<file path="src/rtl/core/bprq_pkg.sv">
// shared types and constants of the burst predicting ready queue
// no dependencies; imported by every module of the block
package bprq_pkg;

    localparam int MAX_THREADS  = 16;
    localparam int BURST_BITS   = 16;
    localparam int FRAC_BITS    = 8;
    localparam int ID_BITS      = 4;
    localparam int SLOT_BITS    = $clog2(MAX_THREADS);
    localparam int CNT_BITS     = $clog2(MAX_THREADS + 1);
    localparam int EST_BITS     = BURST_BITS + FRAC_BITS;
    localparam int ACC_BITS     = 32 + FRAC_BITS;
    localparam int WT_BITS      = 9;
    localparam int WT_SHIFT     = 8;
    localparam int PROD_BITS    = EST_BITS + WT_BITS;
    localparam int TOTAL_BITS   = 32;
    localparam int CFG_IDX_BITS = 1;

    localparam logic [WT_BITS-1:0] WEIGHT_ONE   = WT_BITS'(256);
    localparam logic [WT_BITS-1:0] WEIGHT_RESET = WT_BITS'(128);

    // transaction codes
    localparam logic FUNC_READY = 1'b0;
    localparam logic FUNC_PICK  = 1'b1;

    // policy codes
    localparam logic MODE_FIFO  = 1'b0;
    localparam logic MODE_BURST = 1'b1;

    // register indexes
    localparam logic [CFG_IDX_BITS-1:0] REG_POLICY_MODE = 1'b0;
    localparam logic [CFG_IDX_BITS-1:0] REG_SMOOTHING   = 1'b1;

    typedef struct packed {
        logic                  func;
        logic [ID_BITS-1:0]    thread_id;
        logic [BURST_BITS-1:0] prev_burst;
    } req_t;

    typedef struct packed {
        logic [ID_BITS-1:0]    picked_thread;
        logic                  picked_valid;
        logic [EST_BITS-1:0]   new_estimate;
        logic                  dropped_full;
        logic [TOTAL_BITS-1:0] error_total;
    } rsp_t;

    typedef enum logic [1:0] {
        CELL_HOLD,
        CELL_INSERT,
        CELL_POP
    } cell_op_t;

    // broadcast to every queue cell
    typedef struct packed {
        cell_op_t              op;
        logic                  by_key;
        logic [ID_BITS-1:0]    new_id;
        logic [BURST_BITS-1:0] new_key;
    } cell_ctl_t;

endpackage

</file>
<file path="src/rtl/core/bprq_cell.sv">
// one entry of the shift-register ready queue
// depends on bprq_pkg for the control struct and widths
module bprq_cell (
    input  logic                                 clk,
    input  bprq_pkg::cell_ctl_t                  ctl,
    input  logic                                 occupied,
    input  logic                                 prev_after,
    input  logic [bprq_pkg::ID_BITS-1:0]         prev_id,
    input  logic [bprq_pkg::BURST_BITS-1:0]      prev_key,
    input  logic [bprq_pkg::ID_BITS-1:0]         next_id,
    input  logic [bprq_pkg::BURST_BITS-1:0]      next_key,
    output logic [bprq_pkg::ID_BITS-1:0]         id,
    output logic [bprq_pkg::BURST_BITS-1:0]      key,
    output logic                                 after
);
    import bprq_pkg::*;

    logic [ID_BITS-1:0]    id_reg;
    logic [ID_BITS-1:0]    id_next;
    logic [BURST_BITS-1:0] key_reg;
    logic [BURST_BITS-1:0] key_next;
    logic                  gt;

    // an empty cell always sits past the insert point
    always_comb
    begin
        if (ctl.by_key)
            gt = !occupied || (key_reg > ctl.new_key);
        else
            gt = !occupied;
    end

    // insert point found here or further toward the head
    assign after = prev_after | gt;

    // take the new entry, the upstream entry, or the downstream entry
    always_comb
    begin
        id_next  = id_reg;
        key_next = key_reg;
        case (ctl.op)
            CELL_INSERT:
            begin
                if (prev_after)
                begin
                    id_next  = prev_id;
                    key_next = prev_key;
                end
                else if (gt)
                begin
                    id_next  = ctl.new_id;
                    key_next = ctl.new_key;
                end
            end
            CELL_POP:
            begin
                id_next  = next_id;
                key_next = next_key;
            end
            default:
            begin
                id_next  = id_reg;
                key_next = key_reg;
            end
        endcase
    end

    // entry payload
    always_ff @(posedge clk)
    begin
        id_reg  <= id_next;
        key_reg <= key_next;
    end

    assign id  = id_reg;
    assign key = key_reg;

endmodule

</file>
<file path="src/rtl/core/bprq_est.sv">
// burst estimate table, exponential average and error accumulator
// depends on bprq_pkg; three stages: table read, first product, blend
module bprq_est (
    input  logic                                 clk,
    input  logic                                 rst_n,
    input  logic                                 start,
    input  logic                                 upd,
    input  logic [bprq_pkg::SLOT_BITS-1:0]       slot,
    input  logic [bprq_pkg::BURST_BITS-1:0]      burst,
    input  logic [bprq_pkg::WT_BITS-1:0]         weight,
    output logic [bprq_pkg::EST_BITS-1:0]        est,
    output logic                                 done,
    output logic [bprq_pkg::TOTAL_BITS-1:0]      error_total
);
    import bprq_pkg::*;

    logic [EST_BITS-1:0]  table_reg [MAX_THREADS];
    logic [ACC_BITS-1:0]  acc_reg;
    logic [ACC_BITS:0]    acc_sum;
    logic [2:0]           stage_reg;

    logic [EST_BITS-1:0]  est_reg;
    logic [EST_BITS-1:0]  target_reg;
    logic [WT_BITS-1:0]   wt_reg;
    logic [SLOT_BITS-1:0] slot_reg;
    logic                 upd_reg;
    logic [PROD_BITS-1:0] prod_reg;
    logic [EST_BITS-1:0]  err_reg;
    logic [EST_BITS-1:0]  result_reg;

    logic [PROD_BITS-1:0] prod_b;
    logic [PROD_BITS:0]   blend_sum;
    logic [EST_BITS-1:0]  blend;

    // second product and weighted sum, truncated after the 1/256 scale
    assign prod_b    = target_reg * wt_reg;
    assign blend_sum = {1'b0, prod_reg} + {1'b0, prod_b};
    assign blend     = blend_sum[WT_SHIFT +: EST_BITS];

    // error accumulator with saturation on carry out
    assign acc_sum = {1'b0, acc_reg} + {{(ACC_BITS + 1 - EST_BITS){1'b0}}, err_reg};

    // stage tracking
    always_ff @(posedge clk or negedge rst_n)
    begin
        if (!rst_n)
            stage_reg <= '0;
        else
            stage_reg <= {stage_reg[1:0], start};
    end

    // datapath registers
    always_ff @(posedge clk)
    begin
        if (start)
        begin
            est_reg    <= table_reg[slot];
            target_reg <= {burst, {FRAC_BITS{1'b0}}};
            wt_reg     <= weight;
            slot_reg   <= slot;
            upd_reg    <= upd;
        end
        if (stage_reg[0])
        begin
            prod_reg <= est_reg * (WEIGHT_ONE - wt_reg);
            err_reg  <= (est_reg > target_reg) ? (est_reg - target_reg)
                                               : (target_reg - est_reg);
        end
        if (stage_reg[1])
            result_reg <= upd_reg ? blend : est_reg;
    end

    // estimate table and accumulator
    always_ff @(posedge clk or negedge rst_n)
    begin
        if (!rst_n)
        begin
            for (int i = 0; i < MAX_THREADS; i++)
                table_reg[i] <= '0;
            acc_reg <= '0;
        end
        else if (stage_reg[1] && upd_reg)
        begin
            table_reg[slot_reg] <= blend;
            acc_reg <= acc_sum[ACC_BITS] ? {ACC_BITS{1'b1}} : acc_sum[ACC_BITS-1:0];
        end
    end

    assign est         = result_reg;
    assign done        = stage_reg[2];
    assign error_total = acc_reg[FRAC_BITS +: TOTAL_BITS];

endmodule

</file>
<file path="src/rtl/core/burst_predicting_ready_queue.sv">
// channel   | direction | handshake           | payload
// req       | in        | req_valid/req_stall | bprq_pkg::req_t
// rsp       | out       | rsp_valid/rsp_stall | bprq_pkg::rsp_t
// cfg       | in        | cfg_write           | cfg_index, cfg_data
//
// one transaction in flight: a pick goes from accept through S_DONE back to
// idle, a ready event first waits in S_EST for the three estimator stages
// (table read, first product, blend). a stalled rsp holds the finished result
// and the block can take one more transaction, whose result then waits for
// the rsp register. rst_n clears control, queue count, estimates and errors.
module burst_predicting_ready_queue (
    input  logic                                 clk,
    input  logic                                 rst_n,
    input  logic                                 req_valid,
    output logic                                 req_stall,
    input  bprq_pkg::req_t                       req_data,
    output logic                                 rsp_valid,
    input  logic                                 rsp_stall,
    output bprq_pkg::rsp_t                       rsp_data,
    input  logic                                 cfg_write,
    input  logic [bprq_pkg::CFG_IDX_BITS-1:0]    cfg_index,
    input  logic [bprq_pkg::WT_BITS-1:0]         cfg_data
);
    import bprq_pkg::*;

    typedef enum logic [1:0] {
        S_IDLE,
        S_EST,
        S_DONE
    } state_t;

    state_t                state_reg;
    logic [CNT_BITS-1:0]   count_reg;
    logic                  mode_reg;
    logic [WT_BITS-1:0]    weight_reg;
    req_t                  item_reg;
    logic                  item_mode_reg;
    logic                  rsp_valid_reg;
    rsp_t                  rsp_reg;

    logic                  req_accept;
    logic                  full;
    logic                  rsp_free;
    logic                  finish;
    logic [WT_BITS-1:0]    weight_clamped;
    logic                  est_start;
    logic                  est_upd;
    logic [EST_BITS-1:0]   est_value;
    logic                  est_done;
    logic [TOTAL_BITS-1:0] error_total;
    cell_ctl_t             ctl;
    rsp_t                  rsp_next;

    logic [ID_BITS-1:0]    cell_id    [MAX_THREADS];
    logic [BURST_BITS-1:0] cell_key   [MAX_THREADS];
    logic                  cell_after [MAX_THREADS];
    logic [MAX_THREADS-1:0] occupied;

    assign req_stall  = (state_reg != S_IDLE);
    assign req_accept = req_valid && !req_stall;
    assign full       = (count_reg == CNT_BITS'(MAX_THREADS));
    assign rsp_free   = !rsp_valid_reg || !rsp_stall;
    assign finish     = (state_reg == S_DONE) && rsp_free;

    // weights above one count as one
    assign weight_clamped = (weight_reg > WEIGHT_ONE) ? WEIGHT_ONE : weight_reg;

    // every ready event reads the table; only burst mode with a burst and a queue that is not full updates
    assign est_start = req_accept && (req_data.func == FUNC_READY);
    assign est_upd   = (mode_reg == MODE_BURST) && (req_data.prev_burst != '0) && !full;

    bprq_est u_est (
        .clk         (clk),
        .rst_n       (rst_n),
        .start       (est_start),
        .upd         (est_upd),
        .slot        (req_data.thread_id[SLOT_BITS-1:0]),
        .burst       (req_data.prev_burst),
        .weight      (weight_clamped),
        .est         (est_value),
        .done        (est_done),
        .error_total (error_total)
    );

    // queue operation for the finishing transaction
    always_comb
    begin
        ctl.op      = CELL_HOLD;
        ctl.by_key  = (item_mode_reg == MODE_BURST);
        ctl.new_id  = item_reg.thread_id;
        ctl.new_key = (item_mode_reg == MODE_BURST) ? est_value[FRAC_BITS +: BURST_BITS]
                                                    : '0;
        if (finish)
        begin
            if (item_reg.func == FUNC_PICK)
            begin
                if (count_reg != '0)
                    ctl.op = CELL_POP;
            end
            else if (!full)
            begin
                ctl.op = CELL_INSERT;
            end
        end
    end

    // chain of queue cells, head at index zero
    genvar gi;
    generate
        for (gi = 0; gi < MAX_THREADS; gi++)
        begin : g_cell
            logic                  p_after;
            logic [ID_BITS-1:0]    p_id;
            logic [BURST_BITS-1:0] p_key;
            logic [ID_BITS-1:0]    n_id;
            logic [BURST_BITS-1:0] n_key;

            assign occupied[gi] = (CNT_BITS'(gi) < count_reg);

            if (gi == 0)
            begin : g_head
                assign p_after = 1'b0;
                assign p_id    = ctl.new_id;
                assign p_key   = ctl.new_key;
            end
            else
            begin : g_body
                assign p_after = cell_after[gi-1];
                assign p_id    = cell_id[gi-1];
                assign p_key   = cell_key[gi-1];
            end

            if (gi == MAX_THREADS - 1)
            begin : g_tail
                assign n_id  = cell_id[gi];
                assign n_key = cell_key[gi];
            end
            else
            begin : g_inner
                assign n_id  = cell_id[gi+1];
                assign n_key = cell_key[gi+1];
            end

            bprq_cell u_cell (
                .clk        (clk),
                .ctl        (ctl),
                .occupied   (occupied[gi]),
                .prev_after (p_after),
                .prev_id    (p_id),
                .prev_key   (p_key),
                .next_id    (n_id),
                .next_key   (n_key),
                .id         (cell_id[gi]),
                .key        (cell_key[gi]),
                .after      (cell_after[gi])
            );
        end
    endgenerate

    // result of the finishing transaction
    always_comb
    begin
        rsp_next               = '0;
        rsp_next.error_total   = error_total;
        if (item_reg.func == FUNC_PICK)
        begin
            if (count_reg != '0)
            begin
                rsp_next.picked_thread = cell_id[0];
                rsp_next.picked_valid  = 1'b1;
            end
        end
        else
        begin
            rsp_next.new_estimate = est_value;
            rsp_next.dropped_full = full;
        end
    end

    // configuration registers
    always_ff @(posedge clk or negedge rst_n)
    begin
        if (!rst_n)
        begin
            mode_reg   <= MODE_FIFO;
            weight_reg <= WEIGHT_RESET;
        end
        else if (cfg_write)
        begin
            case (cfg_index)
                REG_POLICY_MODE: mode_reg   <= cfg_data[0];
                REG_SMOOTHING:   weight_reg <= cfg_data;
                default:         mode_reg   <= mode_reg;
            endcase
        end
    end

    // sequencer, queue count and result register
    always_ff @(posedge clk or negedge rst_n)
    begin
        if (!rst_n)
        begin
            state_reg     <= S_IDLE;
            count_reg     <= '0;
            rsp_valid_reg <= 1'b0;
        end
        else
        begin
            case (state_reg)
                S_IDLE:
                begin
                    if (req_accept)
                        state_reg <= (req_data.func == FUNC_PICK) ? S_DONE : S_EST;
                end
                S_EST:
                begin
                    if (est_done)
                        state_reg <= S_DONE;
                end
                S_DONE:
                begin
                    if (rsp_free)
                        state_reg <= S_IDLE;
                end
                default:
                begin
                    state_reg <= S_IDLE;
                end
            endcase

            if (ctl.op == CELL_INSERT)
                count_reg <= count_reg + 1'b1;
            else if (ctl.op == CELL_POP)
                count_reg <= count_reg - 1'b1;

            if (finish)
                rsp_valid_reg <= 1'b1;
            else if (!rsp_stall)
                rsp_valid_reg <= 1'b0;
        end
    end

    // captured transaction and result payload
    always_ff @(posedge clk)
    begin
        if (req_accept)
        begin
            item_reg      <= req_data;
            item_mode_reg <= mode_reg;
        end
        if (finish)
            rsp_reg <= rsp_next;
    end

    assign rsp_valid = rsp_valid_reg;
    assign rsp_data  = rsp_reg;

endmodule

</file>
<file path="config.mk">
export PLATFORM = sky130hd
export DESIGN_NAME = burst_predicting_ready_queue
export DESIGN_NICKNAME = d
export VERILOG_FILES = /design/src/rtl/core/bprq_pkg.sv /design/src/rtl/core/bprq_cell.sv /design/src/rtl/core/bprq_est.sv /design/src/rtl/core/burst_predicting_ready_queue.sv
export SDC_FILE = /design/constraint.sdc
export NUM_CORES = 2
export LEC_CHECK = 0
export BUFFER_PORTS_ARGS = -buffer_cell sky130_fd_sc_hd__buf_4
export CAP_MARGIN = 20
export CORE_UTILIZATION = 50
export DETAILED_ROUTE_END_ITERATION = 8
export PLACE_DENSITY = 0.66
export SLEW_MARGIN = 20
export SYNTH_ARGS = -nofsm -noshare
export SYNTH_HDL_FRONTEND = slang
export SYNTH_SLANG_ARGS = --single-unit
</file>
<file path="constraint.sdc">
create_clock -name clk -period 13 [get_ports clk]
set_input_delay 0 -clock clk [delete_from_list [all_inputs] [get_ports clk]]
set_output_delay 0 -clock clk [all_outputs]
set_load 0.02 [all_outputs]
</file>
==> metrics.csv <==
metric;value;unit
wl_per_cell;23.4;um
layout.area.seq;26600;um^2
slowest_stage;edfxtp_1;
ys_seq_elements;959;
synth-xor-area-share;0.0201;
async_flop_share;0.464;
met2_usage;0.453;
grt_setup_unrepaired;false;
ios;100;
setup_viol;0;
layout_commonest_cell;nand2_1;
busiest_layer;met2;
start_kind;flop;
cts_sinks;959;
drc;0;
antenna_found_initial;8;
clockPowerShare;0.482;
power.total;6370;uW
dr.pass1.iters;6;
nFillCells;11000;
core;130000;um^2
clk_latency;790;ps
synthToLayoutAreaGrowth;10.7;%
synthAdderAreaFrac;0.204;
synth-simple-area-share;0.121;
drt-initial-drc-count;4553;
p_seq_frac;0.501;
crit_required;13490;ps
cp_max_fo;23;
setup_tns;0;ps
nNetsFinal;7082;
cts-htree-levels;3;
die_x;365;um
use_met3;0.0444;
grt_util_met1;0.407;
powerDensity;87.5;nW/um^2
power.internal;4990;uW
tightest_slew;1190;ps
largest_reg_flops;384;
rows;132;
synth_edf_count;514;
synth_flop_cell;edfxtp_1;
synthDistinctLibCells;80;
gr-total-overflow;0;
yosysSeqAreaShare;0.404;
grt_pass1_vias;48000;
synth_mux_area_frac;0.0784;
dp_hpwl;131000;um
track_usage;0.288;
whs_path_depth;2;
finalCritPeriodShare;0.712;
clk_path_buf_depth;3;
vias;47800;
crit_arrival;9750;ps
path_class;flop to flop;
grt_pass1_wl;290000;um
antenna_left;0;
cts_resized;0;
avgSynthCellArea;10.6;um^2
outcome;finished clean;
avgViaCountPerCell;5.95;
multi_input_area;35800;um^2
die_area;133000;um^2
hold_viol;0;
critPathMaxStageDelay;700;ps
slew_headroom;0.197;
slew_viol_final;0;
leakage;0.0318;uW
ir_drop;0.123;mV
combPwrFrac;0.017;
drive_gt1_frac;0.101;
synthesis.area;65700;um^2
grt_max_degree;156;
fin_crit;9260;ps
synth_cells;6176;
r2r_cells;29;
final_cell_mix;nand2_1, inv_1, o21ai_0, edfxtp_1, ha_1;
p_switching;1380;uW
worst_setup_path_end_kind;flop;
die_height;365;um
initial_core_util;0.506;
root_buffer;clkbuf_16;
gp_congestion;0.933;
maxCapViolations;0;
cts_made_buffers;106;
hp-class;input pin to flop;
clk_pin_slew;60;ps
routed_wl;188000;um
switching_share;0.216;
synth_top_family_by_area;adder cells;
synth_compound_area_frac;0.116;
io_buffers;99;
fmaxAchievable;108;MHz
cts_tree;done;
syn-num-nets;7056;
ys_warn_count;0;
fin_skew;59.5;ps
[power groups by stage]
stage	Sequential [uW]	Combinational (uW)	Clock, uW
after floorplan	3250	37.5	0
after global placement	3250	85.9	0
after detailed placement	3250	86.3	0
after CTS	3190	108	3120
after global routing	3190	118	3230
final	3190	107	3070
[metrics by stage]
step                 util  hold WS [ps]  cells  setup slack [ps]  area, um^2
floorplan               -          -296   6176              4860       65700
global placement    0.527           125   7766              3980       68500
detailed placement  0.527           121   7766              3780       68500
CTS                 0.559          2.34   8028              3790       72700
global route        0.560          69.8   8030              3310       72800
finish              0.560          80.8   8032              3740       72800
[cell usage after synthesis (all sizes together), types with 84 or more instances]
master / number / area, um^2
mux4: 120 / 2700
clkbuf: 338 / 1270
edfxtp: 514 / 15400
and2: 205 / 1280
nand2: 826 / 3100
nor2: 168 / 631
o21ai: 579 / 2900
mux2i: 150 / 1500
nand3: 103 / 515
fa: 374 / 7490
mux2: 84 / 946
a21o: 125 / 938
inv: 601 / 2260
a21oi: 177 / 886
dfrtp: 444 / 11100
ha: 470 / 5880
xnor2: 104 / 911
[routing by layer]
metal,share of wire,vias up
li1,-,21600
met1,0.43,24000
met2,0.46,1889
met3,0.080,318
met4,0.033,2
met5,0.000069,-
[worst paths after layout]
kind | start | end | slack (ps)
max in group asynchronous | rst_n | u_est.table_reg[168]$_DFFE_PN0P_ | 9870
max reg2reg | u_est.wt_reg[3]$_SDFFCE_PN0P_ | u_est.prod_reg[30]$_DFFE_PP_ | 3740
min | req_data[20] | item_reg[20]$_DFFE_PP_ | 80
min reg2reg | u_est.acc_reg[26]$_DFFE_PN0P_ | rsp_data[18]$_DFFE_PP_ | 470
max | u_est.wt_reg[3]$_SDFFCE_PN0P_ | u_est.prod_reg[30]$_DFFE_PP_ | 3740
min in group asynchronous | rst_n | u_est.table_reg[362]$_DFFE_PN0P_ | 500
[layout make-up]
class | count | area share
multi-input cells | 4238 | 0.491
clock inverters | 47 | 0.00856
clock buffers | 146 | 0.0401
diodes | 3 | 0.000103
inverters | 601 | 0.0310
repair buffers | 296 | 0.0337
flip-flops and latches | 959 | 0.365
well taps | 1742 | 0.0299
[critical path: cells and delay by family (launching register included)]
| kind | cells | cell delay [ps] |
|---|---|---|
| compound gates | 9 | 2190 |
| xor+xnor | 1 | 150 |
| flops | 1 | 700 |
| fa+ha+maj | 8 | 4010 |
| buf+inv | 7 | 640 |
| simple gates | 4 | 1290 |
[logic make-up after synthesis]
logic type	after synthesis
XOR/XNOR	149
buffers and inverters	979
AO/OA/AOI/OAI	1223
adder cells (fa/ha/maj)	847
AND/OR/NAND/NOR	1665
flip-flops	959
multiplexers	354
[what timing repair did]
item | 4_1_cts | 5_1_grt
hold buffers | 69 | 0
endpoints found under the hold margin | 161 | 0
setup buffers | 0 | 0
Power figures use the tool's default switching activity.
